$ cat src/hw/rtl/tod_pkg.sv
// Shared types and constants for the time-of-day keeper.
// Used by tod_line, tod_core and the top level; depends on nothing.
package tod_pkg;

	// Tick rate and day cycle.
	localparam int TICKS_PER_SECOND = 1000;
	localparam int DAYS_PER_CYCLE   = 31;
	localparam int PHASE_W          = $clog2(TICKS_PER_SECOND + 1);

	// Time limits.
	localparam logic [16:0] SECS_PER_HOUR  = 17'd3600;
	localparam logic [16:0] SECS_PER_MIN   = 17'd60;
	localparam logic [16:0] LAST_SEC_OF_DAY = 17'd86399;
	localparam logic [6:0]  MAX_HOUR       = 7'd23;
	localparam logic [6:0]  MAX_MIN_SEC    = 7'd59;
	localparam logic [6:0]  MAX_DAY        = 7'd31;

	// ISO line length, YYYY-MM-DD,HH:MM:SS.
	localparam logic [4:0] LINE_LEN = 5'd19;

	// Register map, selected by paddr[2].
	localparam logic REG_NIGHT_START = 1'b0;
	localparam logic REG_NIGHT_END   = 1'b1;

	typedef enum logic [1:0] {
		ACT_TICK = 2'd0,
		ACT_SEED = 2'd1,
		ACT_CHAR = 2'd2
	} action_t;

	typedef enum logic [1:0] {
		ST_NONE   = 2'd0,
		ST_ACCEPT = 2'd1,
		ST_REJECT = 2'd2
	} status_t;

	// Seed request from the line parser, raised on the terminating zero byte.
	typedef struct packed {
		logic       req;
		logic       well_formed;
		logic [6:0] hour;
		logic [6:0] minute;
		logic [6:0] second;
		logic [6:0] day;
	} seed_req_t;

	// One result word.
	typedef struct packed {
		status_t     status;
		logic        valid;
		logic [4:0]  hour;
		logic [5:0]  minute;
		logic [5:0]  second;
		logic [16:0] sod;
		logic [4:0]  day;
		logic        night;
	} result_t;

endpackage

$ cat src/hw/rtl/tod_line.sv
// ISO line parser: checks YYYY-MM-DD,HH:MM:SS and collects day and time digits.
// Depends on tod_pkg.
module tod_line (
	input  logic                clk,
	input  logic                arst_n,
	input  logic                fire,
	input  logic [7:0]          char_in,
	output tod_pkg::seed_req_t  seed_req
);

	logic [4:0] pos_q;
	logic       err_q;
	logic [6:0] val_q [4];

	logic [7:0] expect_chr;
	logic       is_digit;
	logic [2:0] slot;
	logic [3:0] digit;

	// Expected byte at each position; '0' stands for any digit.
	always_comb begin
		case (pos_q)
			5'd4, 5'd7:   expect_chr = 8'h2D;
			5'd10:        expect_chr = 8'h2C;
			5'd13, 5'd16: expect_chr = 8'h3A;
			default:      expect_chr = 8'h30;
		endcase
	end

	// Which collected value the digit at this position belongs to; 4 means none.
	always_comb begin
		case (pos_q)
			5'd8, 5'd9:   slot = 3'd0;
			5'd11, 5'd12: slot = 3'd1;
			5'd14, 5'd15: slot = 3'd2;
			5'd17, 5'd18: slot = 3'd3;
			default:      slot = 3'd4;
		endcase
	end

	assign is_digit = (char_in >= 8'h30) && (char_in <= 8'h39);
	assign digit    = 4'(char_in - 8'h30);

	// The zero byte ends the line and hands the collected fields over.
	assign seed_req.req         = (char_in == 8'h00);
	assign seed_req.well_formed = (pos_q == tod_pkg::LINE_LEN) && !err_q;
	assign seed_req.day         = val_q[0];
	assign seed_req.hour        = val_q[1];
	assign seed_req.minute      = val_q[2];
	assign seed_req.second      = val_q[3];

	// Line state update. A slot starts from zero, so it holds at most one digit
	// before the second one arrives.
	always_ff @(posedge clk or negedge arst_n) begin
		if (!arst_n) begin
			pos_q <= '0;
			err_q <= 1'b0;
			for (int i = 0; i < 4; i++) val_q[i] <= '0;
		end else if (fire) begin
			if (char_in == 8'h00) begin
				pos_q <= '0;
				err_q <= 1'b0;
				for (int i = 0; i < 4; i++) val_q[i] <= '0;
			end else if (pos_q >= tod_pkg::LINE_LEN) begin
				err_q <= 1'b1;
			end else begin
				if (expect_chr == 8'h30) begin
					if (!is_digit) begin
						err_q <= 1'b1;
					end else if (slot != 3'd4) begin
						val_q[slot[1:0]] <= 7'(val_q[slot[1:0]][3:0] * 7'd10)
							+ 7'(digit);
					end
				end else if (char_in != expect_chr) begin
					err_q <= 1'b1;
				end
				pos_q <= pos_q + 5'd1;
			end
		end
	end

	// The position saturates at the line length.
	a_pos_range: assert property (@(posedge clk) disable iff (!arst_n)
		pos_q <= tod_pkg::LINE_LEN)
		else $error("line position past line length");

	// Collected values are at most two decimal digits.
	a_val_range: assert property (@(posedge clk) disable iff (!arst_n)
		val_q[0] <= 7'd99 && val_q[1] <= 7'd99 && val_q[2] <= 7'd99 && val_q[3] <= 7'd99)
		else $error("collected value above two digits");

	// A line end starts a clean line.
	a_line_end: assert property (@(posedge clk) disable iff (!arst_n)
		fire && char_in == 8'h00 |=> pos_q == 5'd0 && !err_q)
		else $error("line state not cleared at line end");

endmodule

$ cat src/hw/rtl/tod_core.sv
// Time keeping core: seed check and load, tick counting, result formatting.
// Depends on tod_pkg.
module tod_core (
	input  logic                clk,
	input  logic                arst_n,
	input  logic                fire,
	input  logic [1:0]          action,
	input  logic [4:0]          hour_in,
	input  logic [5:0]          minute_in,
	input  logic [5:0]          second_in,
	input  logic [5:0]          day_in,
	input  tod_pkg::seed_req_t  line_req,
	input  logic [4:0]          night_start,
	input  logic [4:0]          night_end,
	output tod_pkg::result_t    res
);

	logic                        valid_q, valid_d;
	logic [tod_pkg::PHASE_W-1:0] phase_q, phase_d;
	logic [16:0]                 sod_q, sod_d;
	logic [4:0]                  hour_q, hour_d;
	logic [5:0]                  min_q, min_d;
	logic [5:0]                  sec_q, sec_d;
	logic [4:0]                  day_q, day_d;

	tod_pkg::seed_req_t seed;
	tod_pkg::status_t   status;
	logic               seed_in_range;
	logic [16:0]        sod_load;
	logic               night;

	// Pick the seed source for this word.
	always_comb begin
		seed = '0;
		case (action)
			tod_pkg::ACT_SEED: begin
				seed.req         = 1'b1;
				seed.well_formed = 1'b1;
				seed.hour        = 7'(hour_in);
				seed.minute      = 7'(minute_in);
				seed.second      = 7'(second_in);
				seed.day         = 7'(day_in);
			end
			tod_pkg::ACT_CHAR: seed = line_req;
			default: seed = '0;
		endcase
	end

	assign seed_in_range = (seed.hour <= tod_pkg::MAX_HOUR)
		&& (seed.minute <= tod_pkg::MAX_MIN_SEC)
		&& (seed.second <= tod_pkg::MAX_MIN_SEC)
		&& (seed.day <= tod_pkg::MAX_DAY);

	assign sod_load = 17'(seed.hour[4:0]) * tod_pkg::SECS_PER_HOUR
		+ 17'(seed.minute[5:0]) * tod_pkg::SECS_PER_MIN
		+ 17'(seed.second[5:0]);

	// Next state: an accepted seed loads the counters, the day only when nonzero;
	// a tick after seeding carries through millisecond, second, minute, hour and day.
	always_comb begin
		valid_d = valid_q;
		phase_d = phase_q;
		sod_d   = sod_q;
		hour_d  = hour_q;
		min_d   = min_q;
		sec_d   = sec_q;
		day_d   = day_q;
		status  = tod_pkg::ST_NONE;
		if (seed.req) begin
			if (seed.well_formed && seed_in_range) begin
				status  = tod_pkg::ST_ACCEPT;
				valid_d = 1'b1;
				phase_d = '0;
				sod_d   = sod_load;
				hour_d  = seed.hour[4:0];
				min_d   = seed.minute[5:0];
				sec_d   = seed.second[5:0];
				if (seed.day != 7'd0) day_d = seed.day[4:0];
			end else begin
				status = tod_pkg::ST_REJECT;
			end
		end else if (action == tod_pkg::ACT_TICK && valid_q) begin
			if (phase_q != tod_pkg::PHASE_W'(tod_pkg::TICKS_PER_SECOND - 1)) begin
				phase_d = phase_q + tod_pkg::PHASE_W'(1);
			end else begin
				phase_d = '0;
				if (sod_q == tod_pkg::LAST_SEC_OF_DAY) begin
					sod_d  = '0;
					hour_d = '0;
					min_d  = '0;
					sec_d  = '0;
					if (day_q >= 5'(tod_pkg::DAYS_PER_CYCLE)) day_d = 5'd1;
					else day_d = day_q + 5'd1;
				end else begin
					sod_d = sod_q + 17'd1;
					if (sec_q != 6'd59) begin
						sec_d = sec_q + 6'd1;
					end else begin
						sec_d = '0;
						if (min_q != 6'd59) begin
							min_d = min_q + 6'd1;
						end else begin
							min_d  = '0;
							hour_d = hour_q + 5'd1;
						end
					end
				end
			end
		end
	end

	// Night window, including a window that wraps past midnight; equal bounds give no night.
	always_comb begin
		if (night_start < night_end)
			night = (hour_d >= night_start) && (hour_d < night_end);
		else if (night_start > night_end)
			night = (hour_d >= night_start) || (hour_d < night_end);
		else
			night = 1'b0;
	end

	// Result word, taken after the update; time reads zero until seeded.
	always_comb begin
		res        = '0;
		res.status = status;
		res.valid  = valid_d;
		if (valid_d) begin
			res.hour   = hour_d;
			res.minute = min_d;
			res.second = sec_d;
			res.sod    = sod_d;
			res.day    = day_d;
			res.night  = night;
		end
	end

	// State registers.
	always_ff @(posedge clk or negedge arst_n) begin
		if (!arst_n) begin
			valid_q <= 1'b0;
			phase_q <= '0;
			sod_q   <= '0;
			hour_q  <= '0;
			min_q   <= '0;
			sec_q   <= '0;
			day_q   <= 5'd1;
		end else if (fire) begin
			valid_q <= valid_d;
			phase_q <= phase_d;
			sod_q   <= sod_d;
			hour_q  <= hour_d;
			min_q   <= min_d;
			sec_q   <= sec_d;
			day_q   <= day_d;
		end
	end

	// The split counters and the second-of-day counter agree.
	a_sod_match: assert property (@(posedge clk) disable iff (!arst_n)
		sod_q == 17'(hour_q) * tod_pkg::SECS_PER_HOUR + 17'(min_q) * tod_pkg::SECS_PER_MIN
			+ 17'(sec_q))
		else $error("second of day out of step with hour, minute, second");

	// Counters stay within a day.
	a_time_range: assert property (@(posedge clk) disable iff (!arst_n)
		hour_q <= 5'd23 && min_q <= 6'd59 && sec_q <= 6'd59 && day_q != 5'd0)
		else $error("time counter out of range");

	// Time does not run before the first accepted seed.
	a_idle_unseeded: assert property (@(posedge clk) disable iff (!arst_n)
		!valid_q |-> phase_q == '0 && sod_q == 17'd0)
		else $error("time ran before seeding");

endmodule

$ cat src/hw/rtl/time_of_day_keeper_with_iso_seed.sv
// Top level of the time-of-day keeper: APB registers, input and result registers.
// Depends on tod_pkg, tod_line and tod_core.
//
// Usage: each input word on the in channel (in_valid/in_ready) is one
// millisecond tick, one seed given as fields, or one character of an ISO line
// YYYY-MM-DD,HH:MM:SS ended by a zero byte. Each word yields exactly one result
// word on the out channel (out_valid/out_ready) with the seed answer, the time,
// the day and the night flag as they stand after that word.
// A word accepted into the input register goes through the state update and
// result formatting into the result register, raising out_valid. Throughput is
// one word per cycle while the receiver takes results; the state update between
// those two registers is combinational.
// When the receiver stalls, the result register holds its word and the input
// register still takes one more word; in_ready falls only when both are full.
// Reset clears the time (not valid), sets the day to 1, clears the line parser
// and loads the night window as 22 to 5. The night registers sit at byte
// addresses 0 and 4; a write whose pwdata[4:0] is above 23 is ignored. Write them only
// while no word is in flight.
module time_of_day_keeper_with_iso_seed (
	input  logic        clk,
	input  logic        arst_n,
	// Input channel
	input  logic        in_valid,
	output logic        in_ready,
	input  logic [1:0]  action,
	input  logic [4:0]  hour_in,
	input  logic [5:0]  minute_in,
	input  logic [5:0]  second_in,
	input  logic [5:0]  day_in,
	input  logic [7:0]  char_in,
	// Result channel
	output logic        out_valid,
	input  logic        out_ready,
	output logic [1:0]  seed_status,
	output logic        time_valid,
	output logic [4:0]  hour_out,
	output logic [5:0]  minute_out,
	output logic [5:0]  second_out,
	output logic [16:0] second_of_day_out,
	output logic [4:0]  day_out,
	output logic        night_now,
	// Configuration port
	input  logic        psel,
	input  logic        penable,
	input  logic        pwrite,
	input  logic [2:0]  paddr,
	input  logic [31:0] pwdata,
	output logic [31:0] prdata,
	output logic        pready
);

	logic [4:0] night_start_r_q;
	logic [4:0] night_end_q;

	logic       item_valid_s1;
	logic [1:0] action_s1;
	logic [4:0] hour_s1;
	logic [5:0] minute_s1;
	logic [5:0] second_s1;
	logic [5:0] day_s1;
	logic [7:0] char_s1;

	logic             out_valid_q;
	tod_pkg::result_t res_q;

	logic               advance;
	logic               cfg_write;
	tod_pkg::seed_req_t line_req;
	tod_pkg::result_t   res;

	// Configuration registers.
	assign pready    = 1'b1;
	assign cfg_write = psel && penable && pwrite;

	always_ff @(posedge clk or negedge arst_n) begin
		if (!arst_n) begin
			night_start_r_q <= 5'd22;
			night_end_q     <= 5'd5;
		end else if (cfg_write && pwdata[4:0] <= 5'd23) begin
			unique case (paddr[2])
				tod_pkg::REG_NIGHT_START: night_start_r_q <= pwdata[4:0];
				tod_pkg::REG_NIGHT_END:   night_end_q     <= pwdata[4:0];
				default: ;
			endcase
		end
	end

	// Readback; the zero-extended hour of the selected register.
	always_comb begin
		unique case (paddr[2])
			tod_pkg::REG_NIGHT_START: prdata = 32'(night_start_r_q);
			tod_pkg::REG_NIGHT_END:   prdata = 32'(night_end_q);
			default:                  prdata = '0;
		endcase
	end

	// Handshake: the input register moves on when the result register is free.
	assign advance  = item_valid_s1 && (!out_valid_q || out_ready);
	assign in_ready = !item_valid_s1 || advance;

	// Input register.
	always_ff @(posedge clk or negedge arst_n) begin
		if (!arst_n) begin
			item_valid_s1 <= 1'b0;
		end else if (in_ready) begin
			item_valid_s1 <= in_valid;
		end
	end

	always_ff @(posedge clk) begin
		if (in_valid && in_ready) begin
			action_s1 <= action;
			hour_s1   <= hour_in;
			minute_s1 <= minute_in;
			second_s1 <= second_in;
			day_s1    <= day_in;
			char_s1   <= char_in;
		end
	end

	// Line parser.
	tod_line u_line (
		.clk      (clk),
		.arst_n   (arst_n),
		.fire     (advance && action_s1 == tod_pkg::ACT_CHAR),
		.char_in  (char_s1),
		.seed_req (line_req)
	);

	// Time keeping core.
	tod_core u_core (
		.clk         (clk),
		.arst_n      (arst_n),
		.fire        (advance),
		.action      (action_s1),
		.hour_in     (hour_s1),
		.minute_in   (minute_s1),
		.second_in   (second_s1),
		.day_in      (day_s1),
		.line_req    (line_req),
		.night_start (night_start_r_q),
		.night_end   (night_end_q),
		.res         (res)
	);

	// Result register.
	always_ff @(posedge clk or negedge arst_n) begin
		if (!arst_n) begin
			out_valid_q <= 1'b0;
		end else if (advance) begin
			out_valid_q <= 1'b1;
		end else if (out_ready) begin
			out_valid_q <= 1'b0;
		end
	end

	always_ff @(posedge clk) begin
		if (advance) res_q <= res;
	end

	assign out_valid         = out_valid_q;
	assign seed_status       = res_q.status;
	assign time_valid        = res_q.valid;
	assign hour_out          = res_q.hour;
	assign minute_out        = res_q.minute;
	assign second_out        = res_q.second;
	assign second_of_day_out = res_q.sod;
	assign day_out           = res_q.day;
	assign night_now         = res_q.night;

endmodule

$ cat config.mk
export PLATFORM = sky130hd
export DESIGN_NAME = time_of_day_keeper_with_iso_seed
export DESIGN_NICKNAME = d
export VERILOG_FILES = /design/src/hw/rtl/tod_pkg.sv /design/src/hw/rtl/tod_line.sv /design/src/hw/rtl/tod_core.sv /design/src/hw/rtl/time_of_day_keeper_with_iso_seed.sv
export SDC_FILE = /design/constraint.sdc
export NUM_CORES = 1
export LEC_CHECK = 0
export ABC_AREA = 1
export BUFFER_PORTS_ARGS = -buffer_cell sky130_fd_sc_hd__buf_2
export CORE_ASPECT_RATIO = 0.75
export CORE_MARGIN = 2
export CORE_UTILIZATION = 55
export CTS_BUF_LIST = sky130_fd_sc_hd__clkbuf_16
export DETAILED_ROUTE_END_ITERATION = 6
export PLACE_DENSITY = 0.86
export SLEW_MARGIN = 40
export SYNTH_ARGS = -nofsm -noshare
export SYNTH_HDL_FRONTEND = slang
export SYNTH_SLANG_ARGS = --single-unit
$ cat constraint.sdc
create_clock -name clk -period 13.4 [get_ports clk]
set_input_delay 2.01 -clock clk [delete_from_list [all_inputs] [get_ports clk]]
set_output_delay 2.01 -clock clk [all_outputs]
set_load 0.005 [all_outputs]
==> impl_metrics.ini <==
[timing]
setup_total_negative_slack_ps = 0
fin_worst_skew_ps = 14.7
worst-slew-pin-transition_ps = 736
timing.final.crit_share_pct = 46.0
timing_max_transition_violations_final = 0
max_clock_freq_mhz = 162
finalWorstPathRequiredPeriod_ps = 6170
final_setup_viols = 0
timing.max_slew.rel_slack_pct = 50.9
hold_viol_final = 0
rsz0062_at_grt = false

[finish]
nets = 1721
antenna_cells = 0
design_area_final_um2 = 12900
commonest_non_fill_non_tap_cell_in_the_layout = nand2_1
post_route_cells_drive_above_1_share_pct = 12.4
final_util_pct = 61.2
syn_to_final_growth_pct = 9.95
mostFrequentLayoutCells = 363 x nand2_1, 203 x inv_1, 98 x o21ai_0
layout.cells.non_filler = 1839

[floorplanning]
core_area_um2 = 21000
initial_utilization_pct = 55.7
die_h_um = 130
die-area_um2 = 22500
rows = 46
top_level_ports = 153
die-width_um = 172

[routing]
wire_per_inst_um = 15.8
post_drt_via_cell_ratio = 5.62
routed_wl_um = 29100
final_antenna_net_count = 0
drtIter0Drc = 1284
remaining_drc_errors = 0
routed-via-count = 10300
drt_pre_antenna_iters = 6

[yosys]
postSynth.topFlopCell = dfrtp_1
synth_area_leader_cell = edfxtp_1
yosys_warnings = 0
synth-edff-count = 76
asyncSetResetFlopFracSynth_pct = 55.8
synth.distinct_cells = 56
syn-cell-area_um2 = 11700
synthTopCellsByArea = edfxtp_1 20%, dfrtp_1 19%, nand2_1 12%
seq_area_frac_synth_pct = 40.1
synth_top_area_share_pct = 19.5
synthesis.area_per_instance_um2 = 8.07
syn_inst = 1449
ys_ff_latch = 172

[worst_setup_path]
critPathMaxStageDelay_ps = 570
path_class = reg2reg
critPathRequiredTime_ps = 13580
startpoint = action_s1[0]
worstSetupEndpointType = flip-flop
crit_buf_inv = 6
cell_class_contributing_the_biggest_share_of_worst_path_delay = adder cells
critical_path.slowest_cell = fa_1
start_kind = flip-flop
rr_startpoint = action_s1[0]
worst_path_most_repeated_cell = nand2_1
arrival_ps = 6350
worst-path-max-fanout = 17
setup.reg_to_reg.worst_slack_ps = 7230

[place]
io_buffer_count = 95
dpl.cell_count = 1807
total_cell_area_at_the_placement_stage_um2 = 12300
post-dp-hpwl_um = 21300
routabilityCongestion = 1.02

[global_route]
grt_max_degree = 78
grt_usage_pct = 26.5
initial_antenna_violation_count = 0
globalRouteOverflowTotal = 0
grt_first_pass_wirelength_um = 46800
first_global_vias = 9843

[job]
max_cap_viol_count = 0

[clock_network]
cts_setup_buffers = 0
clock-root-buffer = clkbuf_16
clock_tree.htree_level_count = 4
post_cts_hold_buffer_count = 0
cts.repair.resized = 0
clock_sink_count = 172
tritoncts.num_buffers = 17
clkSlewWorstSetupHoldPaths_ps = 70
worst_skew_pair_latency_ps = 450
clk_path_buf_depth = 2
cts_tree = done

[power_and_ir_drop]
vdd_ir_drop_max_mv = 0.106
total_leakage_power_uw = 0.00645
power_uw = 1720
powerDensity_nw_per_um2 = 134

[hold_path]
hold_path_startpoint = u_line.seed_req[26]
min_path_type = reg2reg

[run_status]
run_status = finished, final reports clean
==> cell usage after synthesis (6+ instances only) <==
cell	n
nand2_1	363
inv_1	202
o21ai_0	98
nor2_1	92
ha_1	91
dfrtp_1	90
nand3_1	78
edfxtp_1	76
a21oi_1	60
buf_4	30
nand4_1	25
o22ai_1	19
nor3_1	18
fa_1	17
o21ai_1	16
inv_2	15
o211ai_1	14
xnor2_1	14
xor2_1	13
buf_2	12
nor2_2	8
nand2_2	7
buf_6	6
dfstp_2	6
==> power breakdown <==
group | internal (uW) | switching [uW]
registers | 643 | 72.0
logic | 188 | 333
clock network | 271 | 212
total | 1100 | 617
==> layout make-up <==
| type | instances | area, um^2 |
|---|---|---|
| repair buffers | 102 | 534 |
| multi-input cells | 1025 | 5890 |
| clock buffers | 17 | 425 |
| well taps | 288 | 360 |
| inverters | 220 | 828 |
| clock inverters | 15 | 134 |
| flip-flops and latches | 172 | 4690 |
| fillers | 1736 | 8140 |
==> worst paths after layout <==
check / end / depth (start not counted)
worst max register to register: second_of_day_out[11] / 28
min in group asynchronous: night_end_q[1] / 1
worst min-delay path: u_line.seed_req[26] / 2
max in group asynchronous: u_core.sod_q[16] / 2
worst min register to register: u_line.seed_req[26] / 2
worst max-delay path: second_of_day_out[11] / 28
==> cell families (layout without fill, tap and decap cells) <==
family | count (synthesis) | in the layout | synth area share (%)
xor gates and xnor gates | 27 | 27 | 2.02
AOI/OAI and AO/OA | 250 | 250 | 12.5
and+or+nand+nor | 612 | 612 | 22.3
adders and majority gates | 108 | 108 | 12.6
DFF | 172 | 172 | 40.1
buffers and inverters | 278 | 354 | 10.4
other | 2 | 28 | 0.0642
==> tightest hold or removal path, stage by stage, from the launching register on <==
cell and delay [ps]:
dfrtp_1 350, nand2_1 50, o21ai_0 60
==> layer usage <==
metal / vias up / global-route usage (%) / wire length (um)
met3: 85 / 6.52 / 2780
li1: 4885 / - / -
met5: - / 0 / 0
met2: 577 / 42.9 / 13200
met4: 0 / 8.30 / 699
met1: 4784 / 35.5 / 12500
==> per-stage QoR <==
step	hold WS [ps]	worst slack (ps)
detailed placement	476	7330
global route	514	6830
floorplan	452	8150
CTS	491	7320
finish	493	7230
global placement	468	7480
==> sequential cells by signal (all words and copies together) (netlist names), 8 cells and up <==
name / count
u_line.seed_req: 28
u_core.sod_q: 17
u_core.phase_q: 10
char_s1: 8
second_of_day_out: 17
Note: power is estimated with default switching activity, not from simulation.
